`src/sme_pkg.sv`:
```
// Shared types and constants for the SPI master byte engine.
// No dependencies; imported by every module of the block.
package sme_pkg;

    // configuration register indexes
    localparam int CFG_IDX_W  = 2;
    localparam int CFG_DATA_W = 16;
    localparam logic [CFG_IDX_W-1:0] CFG_SEND_HALF = 2'd0;
    localparam logic [CFG_IDX_W-1:0] CFG_READ_LEAD = 2'd1;
    localparam logic [CFG_IDX_W-1:0] CFG_READ_HALF = 2'd2;

    localparam logic [CFG_DATA_W-1:0] SEND_HALF_RST = 16'd100;
    localparam logic [CFG_DATA_W-1:0] READ_LEAD_RST = 16'd100;
    localparam logic [CFG_DATA_W-1:0] READ_HALF_RST = 16'd200;

    localparam int COUNT_WIDTH_DEF = 16;
    localparam logic [2:0] BIT_MSB = 3'd7;

    // raw command codes on the input port
    localparam logic [1:0] CMD_CODE_SEND = 2'd1;
    localparam logic [1:0] CMD_CODE_READ = 2'd2;

    typedef enum logic [1:0] {
        CMD_TICK = 2'd0,
        CMD_SEND = 2'd1,
        CMD_READ = 2'd2
    } t_cmd;

    typedef enum logic [2:0] {
        PH_IDLE    = 3'd0,
        PH_S_SETUP = 3'd1,
        PH_S_HIGH  = 3'd2,
        PH_R_LEAD  = 3'd3,
        PH_R_HIGH  = 3'd4,
        PH_R_LOW   = 3'd5
    } t_phase;

    typedef struct packed {
        t_cmd       kind;
        logic [7:0] tx_byte;
        logic       miso_level;
    } t_item;

    typedef struct packed {
        logic       sck_level;
        logic       mosi_level;
        logic       nss_level;
        logic       busy_res;
        logic       done_res;
        logic [7:0] rx_byte;
    } t_result;

endpackage

```
`src/spi_master_byte_engine.sv`:
```
// Top level of the SPI master byte engine (mode 0, pin level).
// Depends on sme_pkg, sme_front, sme_engine and sme_res_queue.
//
//  channel   | handshake        | payload
//  ----------+------------------+----------------------------------------------
//  tick in   | push / full      | i_command, i_tx_byte, i_miso_level
//  result    | empty / pop      | o_sck_level, o_mosi_level, o_nss_level,
//            |                  | o_busy_res, o_done_res, o_rx_byte
//  config    | i_cfg_we         | i_cfg_index, i_cfg_data
//
// One tick per clock sustained while results are popped; a pushed tick waits in
// the front queue until the engine takes it, and its result is then poppable.
// The rate is set by the sequencer in sme_engine, which steps once per taken tick.
// Two-entry queues on both sides of the engine let either side stall alone.
// Reset is synchronous: both queues empty, sequencer idle, registers at defaults.
module spi_master_byte_engine
    import sme_pkg::*;
#(
    parameter int COUNT_WIDTH = COUNT_WIDTH_DEF
) (
    input  logic                  i_clk,
    input  logic                  i_rst_n,
    input  logic                  push,
    output logic                  full,
    input  logic [1:0]            i_command,
    input  logic [7:0]            i_tx_byte,
    input  logic                  i_miso_level,
    output logic                  empty,
    input  logic                  pop,
    output logic                  o_sck_level,
    output logic                  o_mosi_level,
    output logic                  o_nss_level,
    output logic                  o_busy_res,
    output logic                  o_done_res,
    output logic [7:0]            o_rx_byte,
    input  logic                  i_cfg_we,
    input  logic [CFG_IDX_W-1:0]  i_cfg_index,
    input  logic [CFG_DATA_W-1:0] i_cfg_data
);

    logic    w_item_valid;
    t_item   w_item;
    logic    w_res_full;
    logic    w_take;
    t_result w_eng_res;
    t_result w_out_res;

    // advance the engine only when a tick waits and the result has room
    assign w_take = w_item_valid && !w_res_full;

    sme_front u_front (
        .i_clk        (i_clk),
        .i_rst_n      (i_rst_n),
        .push         (push),
        .full         (full),
        .i_command    (i_command),
        .i_tx_byte    (i_tx_byte),
        .i_miso_level (i_miso_level),
        .i_take       (w_take),
        .o_valid      (w_item_valid),
        .o_item       (w_item)
    );

    sme_engine #(
        .COUNT_WIDTH (COUNT_WIDTH)
    ) u_engine (
        .i_clk       (i_clk),
        .i_rst_n     (i_rst_n),
        .i_cfg_we    (i_cfg_we),
        .i_cfg_index (i_cfg_index),
        .i_cfg_data  (i_cfg_data),
        .i_take      (w_take),
        .i_item      (w_item),
        .o_res       (w_eng_res)
    );

    sme_res_queue u_res_queue (
        .i_clk   (i_clk),
        .i_rst_n (i_rst_n),
        .i_push  (w_take),
        .i_res   (w_eng_res),
        .o_full  (w_res_full),
        .empty   (empty),
        .pop     (pop),
        .o_res   (w_out_res)
    );

    assign o_sck_level  = w_out_res.sck_level;
    assign o_mosi_level = w_out_res.mosi_level;
    assign o_nss_level  = w_out_res.nss_level;
    assign o_busy_res   = w_out_res.busy_res;
    assign o_done_res   = w_out_res.done_res;
    assign o_rx_byte    = w_out_res.rx_byte;

    a_done_ends_transfer: assert property (@(posedge i_clk) disable iff (!i_rst_n)
        (!empty && o_done_res) |-> (o_nss_level && !o_busy_res))
        else $error("done shown while transfer still active");

    a_sck_needs_nss: assert property (@(posedge i_clk) disable iff (!i_rst_n)
        (!empty && o_sck_level) |-> !o_nss_level)
        else $error("SCK high with NSS deasserted");

    a_idle_pins_quiet: assert property (@(posedge i_clk) disable iff (!i_rst_n)
        (!empty && o_nss_level) |-> (!o_mosi_level && !o_sck_level))
        else $error("MOSI or SCK active while idle");

    a_take_when_room: assert property (@(posedge i_clk) disable iff (!i_rst_n)
        (w_item_valid && !w_res_full) |=> !empty)
        else $error("engine step lost its result");

endmodule

```
`src/sme_front.sv`:
```
// Front end: accepts ticks, classifies the command and holds them in a
// two-entry queue for the engine. Depends on sme_pkg.
module sme_front
    import sme_pkg::*;
(
    input  logic       i_clk,
    input  logic       i_rst_n,
    input  logic       push,
    output logic       full,
    input  logic [1:0] i_command,
    input  logic [7:0] i_tx_byte,
    input  logic       i_miso_level,
    input  logic       i_take,
    output logic       o_valid,
    output t_item      o_item
);

    t_item      r_entry [2];
    logic       r_wr_ptr;
    logic       r_rd_ptr;
    logic [1:0] r_count;
    t_item      w_item;
    logic       w_wr;
    logic       w_rd;

    always_comb begin
        w_item.tx_byte    = i_tx_byte;
        w_item.miso_level = i_miso_level;
        unique case (i_command)
            CMD_CODE_SEND: w_item.kind = CMD_SEND;
            CMD_CODE_READ: w_item.kind = CMD_READ;
            default:       w_item.kind = CMD_TICK;
        endcase
    end

    assign full    = (r_count == 2'd2);
    assign o_valid = (r_count != 2'd0);
    assign o_item  = r_entry[r_rd_ptr];
    assign w_wr    = push && !full;
    assign w_rd    = i_take && o_valid;

    always_ff @(posedge i_clk) begin
        if (w_wr) begin
            r_entry[r_wr_ptr] <= w_item;
        end
    end

    always_ff @(posedge i_clk) begin
        if (!i_rst_n) begin
            r_wr_ptr <= 1'b0;
            r_rd_ptr <= 1'b0;
            r_count  <= 2'd0;
        end else begin
            if (w_wr) begin
                r_wr_ptr <= ~r_wr_ptr;
            end
            if (w_rd) begin
                r_rd_ptr <= ~r_rd_ptr;
            end
            case ({w_wr, w_rd})
                2'b10:   r_count <= r_count + 2'd1;
                2'b01:   r_count <= r_count - 2'd1;
                default: r_count <= r_count;
            endcase
        end
    end

endmodule

```
`src/sme_engine.sv`:
```
// Back end: the pin-level SPI sequencer, one tick per taken item, plus the
// configuration registers. Depends on sme_pkg.
module sme_engine
    import sme_pkg::*;
#(
    parameter int COUNT_WIDTH = COUNT_WIDTH_DEF
) (
    input  logic                  i_clk,
    input  logic                  i_rst_n,
    input  logic                  i_cfg_we,
    input  logic [CFG_IDX_W-1:0]  i_cfg_index,
    input  logic [CFG_DATA_W-1:0] i_cfg_data,
    input  logic                  i_take,
    input  t_item                 i_item,
    output t_result               o_res
);

    localparam int EXT_W = (COUNT_WIDTH > CFG_DATA_W) ? COUNT_WIDTH : CFG_DATA_W;
    localparam logic [COUNT_WIDTH-1:0] CNT_MAX = '1;
    localparam logic [COUNT_WIDTH-1:0] CNT_ONE = COUNT_WIDTH'(1);

    logic [CFG_DATA_W-1:0]  r_send_half;
    logic [CFG_DATA_W-1:0]  r_read_lead;
    logic [CFG_DATA_W-1:0]  r_read_half;

    t_phase                 r_phase,      n_phase;
    logic [2:0]             r_bit_index,  n_bit_index;
    logic [COUNT_WIDTH-1:0] r_wait_count, n_wait_count;
    logic [7:0]             r_shift_out,  n_shift_out;
    logic [7:0]             r_shift_in,   n_shift_in;
    logic                   w_done;
    logic                   w_expired;
    logic [COUNT_WIDTH-1:0] w_wait_dec;
    logic [COUNT_WIDTH-1:0] w_send_wait;
    logic [COUNT_WIDTH-1:0] w_lead_wait;
    logic [COUNT_WIDTH-1:0] w_read_wait;

    // zero acts as one tick; saturate to what the counter holds
    function automatic logic [COUNT_WIDTH-1:0] f_clamp(input logic [CFG_DATA_W-1:0] v);
        logic [EXT_W-1:0]       ve;
        logic [COUNT_WIDTH-1:0] res;
        ve = EXT_W'(v);
        if (v == '0) begin
            res = CNT_ONE;
        end else if (ve > EXT_W'(CNT_MAX)) begin
            res = CNT_MAX;
        end else begin
            res = COUNT_WIDTH'(ve);
        end
        return res;
    endfunction

    assign w_send_wait = f_clamp(r_send_half);
    assign w_lead_wait = f_clamp(r_read_lead);
    assign w_read_wait = f_clamp(r_read_half);
    assign w_expired   = (r_wait_count <= CNT_ONE);
    assign w_wait_dec  = r_wait_count - CNT_ONE;

    always_ff @(posedge i_clk) begin
        if (!i_rst_n) begin
            r_send_half <= SEND_HALF_RST;
            r_read_lead <= READ_LEAD_RST;
            r_read_half <= READ_HALF_RST;
        end else if (i_cfg_we) begin
            unique case (i_cfg_index)
                CFG_SEND_HALF: r_send_half <= i_cfg_data;
                CFG_READ_LEAD: r_read_lead <= i_cfg_data;
                CFG_READ_HALF: r_read_half <= i_cfg_data;
                default: ;
            endcase
        end
    end

    always_ff @(posedge i_clk) begin
        if (!i_rst_n) begin
            r_phase      <= PH_IDLE;
            r_bit_index  <= BIT_MSB;
            r_wait_count <= '0;
            r_shift_out  <= '0;
            r_shift_in   <= '0;
        end else if (i_take) begin
            r_phase      <= n_phase;
            r_bit_index  <= n_bit_index;
            r_wait_count <= n_wait_count;
            r_shift_out  <= n_shift_out;
            r_shift_in   <= n_shift_in;
        end
    end

    always_comb begin
        n_phase      = r_phase;
        n_bit_index  = r_bit_index;
        n_wait_count = r_wait_count;
        n_shift_out  = r_shift_out;
        n_shift_in   = r_shift_in;
        w_done       = 1'b0;
        unique case (r_phase)
            PH_S_SETUP: begin
                if (w_expired) begin
                    n_phase      = PH_S_HIGH;
                    n_wait_count = w_send_wait;
                end else begin
                    n_wait_count = w_wait_dec;
                end
            end
            PH_S_HIGH: begin
                if (!w_expired) begin
                    n_wait_count = w_wait_dec;
                end else if (r_bit_index == '0) begin
                    n_phase      = PH_IDLE;
                    n_bit_index  = BIT_MSB;
                    n_wait_count = '0;
                    w_done       = 1'b1;
                end else begin
                    n_bit_index  = r_bit_index - 3'd1;
                    n_phase      = PH_S_SETUP;
                    n_wait_count = w_send_wait;
                end
            end
            PH_R_LEAD: begin
                if (w_expired) begin
                    n_phase      = PH_R_HIGH;
                    n_wait_count = w_read_wait;
                end else begin
                    n_wait_count = w_wait_dec;
                end
            end
            PH_R_HIGH: begin
                if (w_expired) begin
                    // sample MISO as SCK falls
                    if (i_item.miso_level) begin
                        n_shift_out[r_bit_index] = 1'b1;
                    end
                    n_phase      = PH_R_LOW;
                    n_wait_count = w_read_wait;
                end else begin
                    n_wait_count = w_wait_dec;
                end
            end
            PH_R_LOW: begin
                if (!w_expired) begin
                    n_wait_count = w_wait_dec;
                end else if (r_bit_index == '0) begin
                    n_shift_in   = r_shift_out;
                    n_phase      = PH_IDLE;
                    n_bit_index  = BIT_MSB;
                    n_wait_count = '0;
                    w_done       = 1'b1;
                end else begin
                    n_bit_index  = r_bit_index - 3'd1;
                    n_phase      = PH_R_HIGH;
                    n_wait_count = w_read_wait;
                end
            end
            default: begin
                // idle, and unused codes fall back to idle
                n_phase = PH_IDLE;
                case (i_item.kind)
                    CMD_SEND: begin
                        n_bit_index  = BIT_MSB;
                        n_shift_out  = i_item.tx_byte;
                        n_phase      = PH_S_SETUP;
                        n_wait_count = w_send_wait;
                    end
                    CMD_READ: begin
                        n_bit_index = BIT_MSB;
                        n_shift_out = '0;
                        if (r_read_lead == '0) begin
                            n_phase      = PH_R_HIGH;
                            n_wait_count = w_read_wait;
                        end else begin
                            n_phase      = PH_R_LEAD;
                            n_wait_count = w_lead_wait;
                        end
                    end
                    default: ;
                endcase
            end
        endcase
    end

    always_comb begin
        o_res.sck_level  = (n_phase == PH_S_HIGH) || (n_phase == PH_R_HIGH);
        o_res.mosi_level = ((n_phase == PH_S_SETUP) || (n_phase == PH_S_HIGH))
                           && n_shift_out[n_bit_index];
        o_res.nss_level  = (n_phase == PH_IDLE);
        o_res.busy_res   = (n_phase != PH_IDLE);
        o_res.done_res   = w_done;
        o_res.rx_byte    = n_shift_in;
    end

endmodule

```
`src/sme_res_queue.sv`:
```
// Two-entry result queue between the engine and the result ports.
// Depends on sme_pkg.
module sme_res_queue
    import sme_pkg::*;
(
    input  logic    i_clk,
    input  logic    i_rst_n,
    input  logic    i_push,
    input  t_result i_res,
    output logic    o_full,
    output logic    empty,
    input  logic    pop,
    output t_result o_res
);

    t_result    r_entry [2];
    logic       r_wr_ptr;
    logic       r_rd_ptr;
    logic [1:0] r_count;
    logic       w_wr;
    logic       w_rd;

    assign o_full = (r_count == 2'd2);
    assign empty  = (r_count == 2'd0);
    assign o_res  = r_entry[r_rd_ptr];
    assign w_wr   = i_push && !o_full;
    assign w_rd   = pop && !empty;

    always_ff @(posedge i_clk) begin
        if (w_wr) begin
            r_entry[r_wr_ptr] <= i_res;
        end
    end

    always_ff @(posedge i_clk) begin
        if (!i_rst_n) begin
            r_wr_ptr <= 1'b0;
            r_rd_ptr <= 1'b0;
            r_count  <= 2'd0;
        end else begin
            if (w_wr) begin
                r_wr_ptr <= ~r_wr_ptr;
            end
            if (w_rd) begin
                r_rd_ptr <= ~r_rd_ptr;
            end
            case ({w_wr, w_rd})
                2'b10:   r_count <= r_count + 2'd1;
                2'b01:   r_count <= r_count - 2'd1;
                default: r_count <= r_count;
            endcase
        end
    end

endmodule

```
`config.mk`:
```
export PLATFORM = sky130hd
export DESIGN_NAME = spi_master_byte_engine
export DESIGN_NICKNAME = d
export VERILOG_FILES = /design/src/sme_pkg.sv /design/src/spi_master_byte_engine.sv /design/src/sme_front.sv /design/src/sme_engine.sv /design/src/sme_res_queue.sv
export SDC_FILE = /design/constraint.sdc
export NUM_CORES = 1
export LEC_CHECK = 0
export BUFFER_PORTS_ARGS = -buffer_cell sky130_fd_sc_hd__buf_2
export CAP_MARGIN = 20
export CORE_ASPECT_RATIO = 0.5
export CORE_MARGIN = 4
export CORE_UTILIZATION = 40
export CTS_BUF_LIST = sky130_fd_sc_hd__clkbuf_4 sky130_fd_sc_hd__clkbuf_8 sky130_fd_sc_hd__clkbuf_16
export DETAILED_ROUTE_END_ITERATION = 10
export SYNTH_ARGS = -nofsm -noshare
export SYNTH_HDL_FRONTEND = slang
export SYNTH_HIERARCHICAL = 1
export SYNTH_SLANG_ARGS = --single-unit
```
`constraint.sdc`:
```
create_clock -name i_clk -period 4.58 [get_ports i_clk]
set_input_delay 0.458 -clock i_clk [delete_from_list [all_inputs] [get_ports i_clk]]
set_output_delay 0.458 -clock i_clk [all_outputs]
set_load 0.05 [all_outputs]
```
==> impl_metrics.toml <==
[floorplanning]
coreArea_mm2 = 0.01757
dieWidth_um = 198.2
fp-row-count = 34
io_pins = 49
dieArea_mm2 = 0.02044
initial_utilization_pct = 41.20
die_h_um = 103.1

[finish]
fin_nets = 865
regArea_mm2 = 0.003363
multi_input_area_mm2 = 0.003582
fillers = 1704
drive_gt1_share_pct = 17.70
finish.utilization_pct = 46.83
final_area_mm2 = 0.008228
antenna_cells = 0
areaGrowthSynthToFinish_pct = 13.67

[cts]
cts_made_buffers = 17
cts_tree = "yes"
hold_buffers = 0
cts_max_path_buffers = 2
clkTransAtPathRegs_ns = 0.06
cts_root_buf = "clkbuf_16"
cts_resized = 0
clkLatencyLatePin_ns = 0.42
cts_max_level = 4
cts_setup_buffers = 0
clock_sinks = 144

[sta]
relSlewSlack_pct = 30.27
fin_crit_sh_pct = 76.97
slew_violations = 0
fin_setup_tns_ns = 0
max_slew.worst_pin.slew_ns = 1.037
rsz0062_at_grt = "no"
fin_worst_skew_ns = 0.008990
holdWs_ns = 0.2205
hold_violations = 0
period_needed_ns = 3.525
fmax_mhz = 283.7
setup_viol = 0

[power]
power.leakage_nw = 3.013
pwr-share-clk_pct = 24.4
internal_power_mw = 3.345
net-switching-power_mw = 2.451
p_sw_share_pct = 42.29
share_seq_of_total_power_pct = 31.8
vdd_drop_max_mv = 0.3426
power_density_mw_per_mm2 = 704.4
total_power_mw = 5.796
combinationalPowerShare_pct = 43.8

[detailed_routing]
ant_nets = 0
routed_wl_mm = 19.28
drc = 0
first_iter_violations = 497
routed_via_density = 5.613
wl_per_cell_um = 18.02
drt-pass1-iter-count = 5
vias = 6006

[yosys]
syn_inst = 799
ys_warn_count = 6
synth_area_leaders = "dfxtp_1 (27%), edfxtp_1 (20%), nand2_1 (6.4%), a21oi_1 (5.8%), mux2_2 (5.0%)"
synth_cell_type_count = 72
avgSynthCellArea_um2 = 9.059
syn_nets = 841
synth_edf_count = 48
yosysTopAreaCellShare_pct = 26.55
synth_seq_cells = 144
async_flop_share_pct = 0
synth_area_leader_cell = "dfxtp_1"
yosysSeqAreaShare_pct = 46.46
synth-main-ff-cell = "dfxtp_1"
synth_area_mm2 = 0.007238

[critical_path]
crit_type = "reg -> reg"
crit_path_start_kind = "register"
end_kind = "register"
worstPathMaxFanout = 29
critPathRequiredTime_ns = 4.79
arrival_ns = 3.74
rrSetupSlack_ns = 1.05

[placement]
dpl_cell_area_mm2 = 0.007636
dp_hpwl_mm = 13.18
place.gp.congestion = 0.8630
io_buffers = 48

[outcome]
status = "completed"

[global_route]
grt_pass1_wl_mm = 31.18
gr-total-overflow = 0
grt_util_all_layers_pct = 19.29
antenna_found_initial = 0
grt_pass1_vias = 5753
grt_max_degree = 60

[job]
max_cap_violations = 0

[hold_path]
hp-class = "in -> reg"
## power by group through the flow
stage | clock network, mW | logic [mW] | registers [mW]
after floorplan | 0 | 2.04 | 1.73
after global placement | 0 | 2.50 | 1.86
after detailed placement | 0 | 2.52 | 1.87
after CTS | 1.44 | 2.54 | 1.84
after global routing | 1.49 | 2.78 | 1.88
final | 1.41 | 2.54 | 1.84
## cell usage in the layout (no fill, tap or decap), types with 9 or more instances in the layout
cell,count
nand2_1,123
dfxtp_1,96
a21oi_1,84
buf_2,48
edfxtp_1,48
nor2_1,42
o21ai_0,34
mux2_2,32
nor3_1,25
inv_1,21
nor4_1,21
nand3_1,18
a211oi_1,18
clkbuf_16,17
mux2i_1,15
xnor2_1,12
o211ai_1,11
a31oi_1,10
or3_1,9
nor2b_1,9
## cell type report
| class | count | area share, % |
|---|---|---|
| clock buffers | 17 | 5.170 |
| clock inverters | 15 | 2.023 |
| inverters | 23 | 1.049 |
| multi-input cells | 580 | 43.54 |
| flip-flops and latches | 144 | 40.88 |
| well taps | 234 | 3.558 |
| repair buffers | 57 | 3.786 |
## cell families (layout without fill, tap and decap cells)
logic type      Yosys count  in the layout  share of synthesized area, %
fa+ha+maj                 8              8                         1.383
mux                      47             47                         7.053
simple gates            295            295                         19.88
flops                   144            144                         46.46
xor+xnor                 16             16                         1.936
buf+inv                  75            112                         4.114
compound gates          214            214                         19.17
## critical path, stage by stage, from the launching register on
cell       delay [ns]
dfxtp_1          0.63
mux2_2           0.41
inv_1            0.06
ha_1             0.81
inv_1            0.44
nor2_1           0.18
o21ai_0          0.08
o221a_2          0.18
mux2i_1          0.14
a2111oi_2        0.38
## worst paths after layout
path / startpoint / to / depth (start not counted)
setup / recovery: register / u_res_queue/r_entry[1][11] / 9
hold / removal: i_miso_level / u_front/r_entry[0][0] / 1
setup reg to reg: register / u_res_queue/r_entry[1][11] / 9
hold reg to reg: u_engine/r_send_half[0] / u_engine/r_send_half[0] / 2
## routing by layer
metal  track usage [%]  part of all wire (%)
met4             5.235                   1.1
met1             27.68                    50
met3             3.983                   5.9
met2             29.82                    43
met5                 0                     0
## state kept, by name (all words and copies together) (netlist names), named ones only
register,flops
u_res_queue/r_entry,26
u_front/r_entry,22
u_engine/r_read_half,16
u_engine/r_read_lead,16
u_engine/r_send_half,16
u_engine/r_wait_count,16
u_engine/r_shift_in,8
u_engine/r_shift_out,8
u_engine/r_bit_index,3
u_engine/r_phase,3
u_front/r_count,2
u_res_queue/r_count,2
u_front/r_rd_ptr,1
u_front/r_wr_ptr,1
u_res_queue/r_rd_ptr,1
u_res_queue/r_wr_ptr,1
## through the flow
step	worst slack, ns	cells
after floorplan	1.881	799
after global placement	1.130	1037
after detailed placement	1.055	1038
after CTS	1.034	1070
after global routing	0.7490	1070
final	1.055	1070
## cells in the mapped netlist, drive strengths merged, types with 19 or more instances
cell,n
mux2,32
nand2,124
edfxtp,48
a211oi,19
inv,23
clkbuf,41
a21oi,85
o21ai,34
dfxtp,96
nor3,26
nor2,43
nor4,21
Note: power is estimated with default switching activity, not from simulation.
